### src/sv/kpac_pkg.sv
package kpac_pkg;

  // Request kinds
  typedef enum logic [1:0] {
    OP_KEY  = 2'd0,
    OP_TICK = 2'd1,
    OP_POT  = 2'd2,
    OP_NONE = 2'd3
  } opcode_t;

  // Configuration register indexes
  typedef enum logic {
    CFG_PIN_CODE   = 1'b0,
    CFG_TIMEOUT_MS = 1'b1
  } cfg_index_t;

  // Key codes
  localparam logic [3:0] KEY_MAX_DIGIT = 4'd9;
  localparam logic [3:0] KEY_STAR      = 4'd10;
  localparam logic [3:0] KEY_HASH      = 4'd11;

  localparam logic [2:0]  PIN_DIGITS     = 3'd4;
  localparam logic [9:0]  MS_PER_SECOND  = 10'd1000;
  localparam logic [10:0] POT_FULL       = 11'd1023;
  localparam logic [6:0]  POT_SPAN       = 7'd99;

  localparam logic [15:0] PIN_CODE_RESET   = 16'h1234;
  localparam logic [15:0] TIMEOUT_MS_RESET = 16'd5000;

  // x/10 for x below 180 is (x*205)>>11
  localparam logic [7:0] DIV10_MUL = 8'd205;

  typedef struct packed {
    opcode_t     opcode;
    logic [3:0]  key_code;
    logic [9:0]  pot_raw;
  } kpac_cmd_t;

  typedef struct packed {
    logic [2:0]  pin_length;
    logic        counting_down;
    logic [6:0]  seconds_left;
    logic        wrong_pin;
    logic        armed;
    logic [6:0]  delay_setting;
    logic [3:0]  display_tens;
    logic [3:0]  display_units;
  } kpac_res_t;

  typedef struct packed {
    logic [15:0] pin_code;
    logic [15:0] idle_limit_ms;
  } kpac_cfg_t;

endpackage

### src/sv/kpac_cfg_regs.sv
module kpac_cfg_regs import kpac_pkg::*; (
  input  logic        clk,
  input  logic        rst,
  input  logic        cfg_we,
  input  cfg_index_t  cfg_index,
  input  logic [15:0] cfg_data,
  output kpac_cfg_t   cfg
);

  // Register file; the user must write it only while the block is idle, which the block itself does not enforce
  always_ff @(posedge clk) begin
    if (rst) begin
      cfg.pin_code      <= PIN_CODE_RESET;
      cfg.idle_limit_ms <= TIMEOUT_MS_RESET;
    end else if (cfg_we) begin
      unique case (cfg_index)
        CFG_PIN_CODE:   cfg.pin_code      <= cfg_data;
        CFG_TIMEOUT_MS: cfg.idle_limit_ms <= cfg_data;
      endcase
    end
  end

endmodule

### src/sv/kpac_engine.sv
module kpac_engine import kpac_pkg::*; (
  input  logic      clk,
  input  logic      rst,
  input  logic      step,
  input  kpac_cmd_t cmd,
  input  kpac_cfg_t cfg,
  output kpac_res_t res
);

  logic [15:0] entered_digits, entered_digits_next;
  logic [2:0]  entered_count, entered_count_next;
  logic [15:0] idle_ms, idle_ms_next;
  logic        countdown_active, countdown_active_next;
  logic [6:0]  countdown_seconds, countdown_seconds_next;
  logic [9:0]  ms_into_second, ms_into_second_next;
  logic [6:0]  delay_value, delay_value_next;

  // Pot mapping: raw*99/1023 via >>10 plus one correction
  logic [16:0] pot_prod;
  logic [6:0]  pot_q0;
  logic [10:0] pot_rem;
  logic [6:0]  pot_mapped;

  assign pot_prod   = 17'(cmd.pot_raw) * 17'(POT_SPAN);
  assign pot_q0     = pot_prod[16:10];
  assign pot_rem    = 11'(pot_prod[9:0]) + 11'(pot_q0);
  assign pot_mapped = (pot_rem >= POT_FULL) ? pot_q0 + 7'd1 : pot_q0;

  // State update for one request
  logic        wrong, armed;
  logic [15:0] shifted;
  logic [2:0]  count_inc;
  logic [9:0]  ms_inc;
  logic [6:0]  sec_dec;

  always_comb begin
    entered_digits_next    = entered_digits;
    entered_count_next     = entered_count;
    idle_ms_next           = idle_ms;
    countdown_active_next  = countdown_active;
    countdown_seconds_next = countdown_seconds;
    ms_into_second_next    = ms_into_second;
    delay_value_next       = delay_value;
    wrong                  = 1'b0;
    armed                  = 1'b0;
    shifted   = {entered_digits[11:0], cmd.key_code};
    count_inc = entered_count + 3'd1;
    ms_inc    = ms_into_second + 10'd1;
    sec_dec   = (countdown_seconds != 7'd0) ? countdown_seconds - 7'd1 : 7'd0;

    unique case (cmd.opcode)
      OP_KEY: begin
        priority if (cmd.key_code <= KEY_MAX_DIGIT) begin
          if (entered_count >= PIN_DIGITS) begin
            // a fifth digit never matches
            entered_digits_next = '0;
            entered_count_next  = '0;
            idle_ms_next        = '0;
            wrong               = 1'b1;
          end else if (count_inc == PIN_DIGITS && shifted != cfg.pin_code) begin
            entered_digits_next = '0;
            entered_count_next  = '0;
            idle_ms_next        = '0;
            wrong               = 1'b1;
          end else begin
            entered_digits_next = shifted;
            entered_count_next  = count_inc;
            idle_ms_next        = '0;
            if (count_inc == PIN_DIGITS) begin
              countdown_seconds_next = delay_value;
              countdown_active_next  = 1'b1;
              ms_into_second_next    = '0;
            end
          end
        end else if (cmd.key_code == KEY_STAR) begin
          if (entered_count == PIN_DIGITS && entered_digits == cfg.pin_code) begin
            countdown_seconds_next = delay_value;
            countdown_active_next  = 1'b1;
            ms_into_second_next    = '0;
          end else begin
            entered_digits_next = '0;
            entered_count_next  = '0;
            idle_ms_next        = '0;
            wrong               = 1'b1;
          end
        end else if (cmd.key_code == KEY_HASH) begin
          // hash leaves the idle time alone
          entered_digits_next = '0;
          entered_count_next  = '0;
        end else begin
          // unused keys
        end
      end
      OP_TICK: begin
        if (entered_count != 3'd0) begin
          if (idle_ms >= cfg.idle_limit_ms) begin
            entered_digits_next = '0;
            entered_count_next  = '0;
            idle_ms_next        = '0;
          end else begin
            idle_ms_next = idle_ms + 16'd1;
          end
        end
        if (countdown_active) begin
          if (ms_inc >= MS_PER_SECOND) begin
            ms_into_second_next    = '0;
            countdown_seconds_next = sec_dec;
            if (sec_dec == 7'd0) begin
              countdown_active_next = 1'b0;
              armed                 = 1'b1;
            end
          end else begin
            ms_into_second_next = ms_inc;
          end
        end
      end
      OP_POT:  delay_value_next = pot_mapped;
      OP_NONE: ;
    endcase
  end

  always_ff @(posedge clk) begin
    if (rst) begin
      entered_digits    <= '0;
      entered_count     <= '0;
      idle_ms           <= '0;
      countdown_active  <= 1'b0;
      countdown_seconds <= '0;
      ms_into_second    <= '0;
      delay_value       <= '0;
    end else if (step) begin
      entered_digits    <= entered_digits_next;
      entered_count     <= entered_count_next;
      idle_ms           <= idle_ms_next;
      countdown_active  <= countdown_active_next;
      countdown_seconds <= countdown_seconds_next;
      ms_into_second    <= ms_into_second_next;
      delay_value       <= delay_value_next;
    end
  end

  // Display value split into BCD digits
  logic [6:0]  shown;
  logic [14:0] tens_prod;
  logic [3:0]  tens;
  logic [6:0]  units_wide;

  assign shown      = countdown_active_next ? countdown_seconds_next : delay_value_next;
  assign tens_prod  = 15'(shown) * 15'(DIV10_MUL);
  assign tens       = tens_prod[14:11];
  assign units_wide = shown - 7'(tens) * 7'd10;

  always_comb begin
    res.pin_length    = entered_count_next;
    res.counting_down = countdown_active_next;
    res.seconds_left  = countdown_seconds_next;
    res.wrong_pin     = wrong;
    res.armed         = armed;
    res.delay_setting = delay_value_next;
    res.display_tens  = tens;
    res.display_units = units_wide[3:0];
  end

endmodule

### src/sv/keypad_pin_arming_controller.sv
// Keypad PIN arming controller.
// A request passes the input register, then the result register; res_valid rises when the result register loads.
// Throughput: one request per cycle while res_ready is high; the single-pass state update sets this figure.
// Reset (synchronous, active high): PIN, timers and countdown cleared, delay 0,
// PIN code 0x1234, timeout 5000 ms, both pipeline registers empty.
module keypad_pin_arming_controller import kpac_pkg::*; (
  input  logic        clk,
  input  logic        rst,
  input  logic        cmd_valid,
  output logic        cmd_ready,
  input  kpac_cmd_t   cmd,
  output logic        res_valid,
  input  logic        res_ready,
  output kpac_res_t   res,
  input  logic        cfg_we,
  input  cfg_index_t  cfg_index,
  input  logic [15:0] cfg_data
);

  kpac_cfg_t cfg;
  kpac_cmd_t cmd_q;
  logic      cmd_q_valid;
  logic      advance;
  kpac_res_t res_next;

  kpac_cfg_regs u_cfg (
    .clk       (clk),
    .rst       (rst),
    .cfg_we    (cfg_we),
    .cfg_index (cfg_index),
    .cfg_data  (cfg_data),
    .cfg       (cfg)
  );

  // Request moves into the result register when that slot is free or is being read out
  assign advance   = cmd_q_valid && (!res_valid || res_ready);
  assign cmd_ready = !cmd_q_valid || advance;

  // Input register
  always_ff @(posedge clk) begin
    if (rst) begin
      cmd_q_valid <= 1'b0;
    end else if (cmd_ready) begin
      cmd_q_valid <= cmd_valid;
    end
  end

  always_ff @(posedge clk) begin
    if (cmd_ready && cmd_valid) begin
      cmd_q <= cmd;
    end
  end

  kpac_engine u_engine (
    .clk  (clk),
    .rst  (rst),
    .step (advance),
    .cmd  (cmd_q),
    .cfg  (cfg),
    .res  (res_next)
  );

  // Result register
  always_ff @(posedge clk) begin
    if (rst) begin
      res_valid <= 1'b0;
    end else if (advance) begin
      res_valid <= 1'b1;
    end else if (res_ready) begin
      res_valid <= 1'b0;
    end
  end

  always_ff @(posedge clk) begin
    if (advance) begin
      res <= res_next;
    end
  end

endmodule
### config.mk
export PLATFORM = sky130hd
export DESIGN_NAME = keypad_pin_arming_controller
export DESIGN_NICKNAME = d
export VERILOG_FILES = /design/src/sv/kpac_pkg.sv /design/src/sv/kpac_cfg_regs.sv /design/src/sv/kpac_engine.sv /design/src/sv/keypad_pin_arming_controller.sv
export SDC_FILE = /design/constraint.sdc
export NUM_CORES = 1
export LEC_CHECK = 0
export ABC_AREA = 1
export BUFFER_PORTS_ARGS = -buffer_cell sky130_fd_sc_hd__buf_2
export CORE_MARGIN = 3
export CORE_UTILIZATION = 44
export CTS_CLUSTER_SIZE = 24
export DETAILED_ROUTE_END_ITERATION = 10
export PLACE_DENSITY = 0.63
export SYNTH_ARGS = -nofsm -noshare
export SYNTH_HDL_FRONTEND = slang
export SYNTH_SLANG_ARGS = --single-unit
### constraint.sdc
create_clock -name clk -period 11.39 [get_ports clk]
set_input_delay 1.139 -clock clk [delete_from_list [all_inputs] [get_ports clk]]
set_output_delay 1.139 -clock clk [all_outputs]
set_load 0.05 [all_outputs]
==> results.md <==
- CTS clock-pin slew for the worst setup and hold paths: around 0.06 ns
- Relative slew slack: 0.3040
- Routed vias/inst: between 5 and 6
- Synthesized area: between 9000 and 10000 um^2
- Layout cells sized above 1: 0.09949
- Final setup viols: 0
- # nets final: ~1500
- Multiplexer share of the synthesized area: 0
- CP Max Fanout: 6
- HP Class: flop to flop
- Largest net degree at the start of global routing: 62
- Clk root buf: clkbuf_16
- Routed vias: between 8000 and 9000
- Status: finished, final reports clean
- Ant diodes: 0
- Synthesized-area fraction occupied by adder cells: 0.1803
- Post-synth cell types: 53
- # rows: 54
- DRT iter0 DRCs: 463
- Post-Route Setup TNS: 0 ns
- Remaining DRCs: 0
- Worst path arrival time: a little over 10 ns
- Die H: 156.1 um
- Later-pin clock latency in the skew report: ~0.43 ns
- DR pass1 iterations: 5
- Post-route ant nets: 0
- Post-synth EDFFs: 44
- Die W: between 150 and 200 um
- Critical path buffer and inverter count: 11
- Setup Fix Bufs, Post-CTS: 0
- TritonCTS clock tree: done
- # fillers: about 2100
- Post-Synthesis Cells: 1290
- Most used cell, CP: inv_1
- CTS H-Tree Depth: 4
- Avg Cell Area, Syn: just under 8 um^2
- Final Util: 0.5044
- Top FF cell, synth: dfxtp_1
- Largest family of logic cells by synthesized area: simple AND/OR/NAND/NOR gates
- Worst Setup End Kind: flop
- Grt total ovfl: 0
- Per-cell routed wire length: approximately 14 um
- Max cap viols: 0
- Total GRT Usage: 0.1938
- Leak pwr: about 0.0054 uW
- PD cells: approximately 180 nW/um^2
- Clock Skew: 0.01230 ns
- Routed wire length: approximately 23000 um
- IO Port Bufs: between 60 and 70
- Syn_nets: 1460
- CP max stage delay: about 0.55 ns
- Pins Over Slew Limit: 0
- IR drop worst, VDD: around 0.085 mV
- Final WS setup: 1.191 ns
- Placed cell count: around 1600
- Post-synth ARST share: 0
- CORE AREA: approximately 22000 um^2
- CTS buffer count: 17
- Yosys top cell area share: 0.1899
- Initial Util: 0.4513
- DPL Wire Length: roughly 18000 um
- Clock Sink Count: 138
- Yosys warns: 0
- WS Path Type: flop to flop
- Hold path depth: 2
- Die area: ~24000 um^2
- Leading area contributor after synthesis: dfxtp_1
- Critical Path Source Type: flop
- Initial antenna violation count: 0
- Min Tclk post-route: between 10 and 15 ns
- Post-synthesis register bit count: roughly 140
- Vias in the first global route: roughly 7900
- Clock Path Buffers: 2
- Global placement routability congestion: 0.9225
- First-pass GRT wire length: 38470 um
- Critical path's top delay family: adder cells
- Max Freq: approximately 0.098 GHz
- Final Cycle Share: 0.8954
- Worst Path Required: roughly 12 ns
- Sequential-to-total area share from yosys stat: 0.3232
- Worst slack at placement: roughly 1.3 ns
- Synth Area in Compound Gates: 0.1337
- Hold_buf cts: 0
- Synth area leaders: dfxtp_1, ha_1, edfxtp_1
- CTS resizes: 0
- RSZ-0062 raised after global routing: no
- I/O pins: 68
- Non-Filler Instances: between 1500 and 2000
- Synth Area in Simple Gates: 0.2174
- Crit-path slowest cell: fa_1
- Area growth, synth to finish: 11.78%
- Worst-Margin Slew: 1.037 ns
- Reg2reg path depth: 56
- Crit path depth: 56
- Fin. Hold Viols: 0
- Synth Area in XOR/XNOR: 0.04646
- WHS: roughly 0.46 ns
==> per-stage QoR <==
step,instance area (um^2),total power [uW]
after global placement,10520,1465
after global routing,11080,2166
after detailed placement,10520,1486
after floorplan,9910,1286
after CTS,11080,2016
final,11080,2001
==> power by group <==
group	internal, uW	total [uW]	switching, uW
Sequential	553	573	19.6
Combinational	319	904	585
Clock	299	524	226
Total	1170	2000	830
==> layout by cell type (no fill, tap or decap), drive strengths merged, types with 29 or more instances in the layout <==
master	Yosys	routed
nand2	229	229
o21ai	94	94
nand3	70	70
nor2	101	101
nand4	29	29
a21oi	91	91
xor2	29	29
ha	114	114
buf	4	70
dfxtp	94	94
inv	231	235
edfxtp	44	44
==> state kept, by name (all words and copies together) (netlist names) <==
| register | flops |
|---|---|
| u_engine.ms_into_second | 10 |
| cmd_q_valid | 1 |
| u_engine.idle_ms | 16 |
| res | 28 |
| u_engine.delay_value | 7 |
| u_engine.entered_digits | 16 |
| u_engine.entered_count | 3 |
| cmd_q | 16 |
| u_engine.countdown_active | 1 |
| u_engine.countdown_seconds | 7 |
| u_cfg.cfg | 32 |
| res_valid | 1 |
==> worst reg2reg max path: cells and delay by family (launching register included) <==
family | cells | cell delay [ns]
fa+ha+maj | 12 | 4.69
compound gates | 13 | 2.25
simple gates | 17 | 1.29
buf+inv | 11 | 0.78
xor+xnor | 3 | 0.55
flops | 1 | 0.39
==> final timing paths <==
| check | end | slack [ns] | start |
|---|---|---|---|
| worst max-delay path | res[3]$_DFFE_PP_ | 1.19 | cmd_q[2]$_DFFE_PP_ |
| worst min-delay path | u_cfg.cfg[5]$_SDFFE_PP0P_ | 0.46 | u_cfg.cfg[5]$_SDFFE_PP0P_ |
| worst max register to register | res[3]$_DFFE_PP_ | 1.19 | cmd_q[2]$_DFFE_PP_ |
| worst min register to register | u_cfg.cfg[5]$_SDFFE_PP0P_ | 0.46 | u_cfg.cfg[5]$_SDFFE_PP0P_ |
==> routing by layer <==
metal / GRT usage / part of all wire / up-vias / wire length [um]
met5: 0 / 0 / - / 0
met4: 0.04878 / 0.011 / 0 / 245
met3: 0.03634 / 0.047 / 22 / 1087
met2: 0.3066 / 0.45 / 177 / 10430
met1: 0.2741 / 0.49 / 3855 / 11350
li1: - / - / 4396 / -
==> kinds of logic (layout without fill, tap and decap cells) <==
logic type,after synthesis,count (layout)
AO/OA/AOI/OAI,234,234
AND/OR/NAND/NOR,477,477
buffers and inverters,260,337
adder cells (fa/ha/maj),132,132
flip-flops,138,138
XOR/XNOR,49,49
==> cells in the mapped netlist, types with 3 or more instances <==
cell type,count
a211oi_1,4
a21oi_1,90
a31oi_1,4
buf_2,3
clkbuf_1,21
clkinv_1,4
dfxtp_1,94
edfxtp_1,44
fa_1,18
ha_1,114
inv_1,231
nand2_1,215
nand2_2,13
nand3_1,66
nand3_2,4
nand3b_1,4
nand4_1,28
nor2_1,96
nor2_2,5
nor3_1,16
nor3b_1,7
nor4_1,10
o2111ai_1,3
o211ai_1,11
o21a_1,8
o21ai_0,88
o21ai_1,3
o21bai_1,3
or2_0,3
or2_2,4
xnor2_1,19
xor2_1,27
==> area by class of cell <==
class / count / area, um^2 / area share
timing repair buffer: 70 / 357.8 / 0.03231
tap: 280 / 350.3 / 0.03163
inverter: 235 / 882.1 / 0.07963
multi-input combinational: 892 / 5727 / 0.5170
sequential: 138 / 3203 / 0.2892
clock buffer: 20 / 467.9 / 0.04225
clock inverter: 12 / 88.84 / 0.008020
Power figures use the tool's default switching activity.
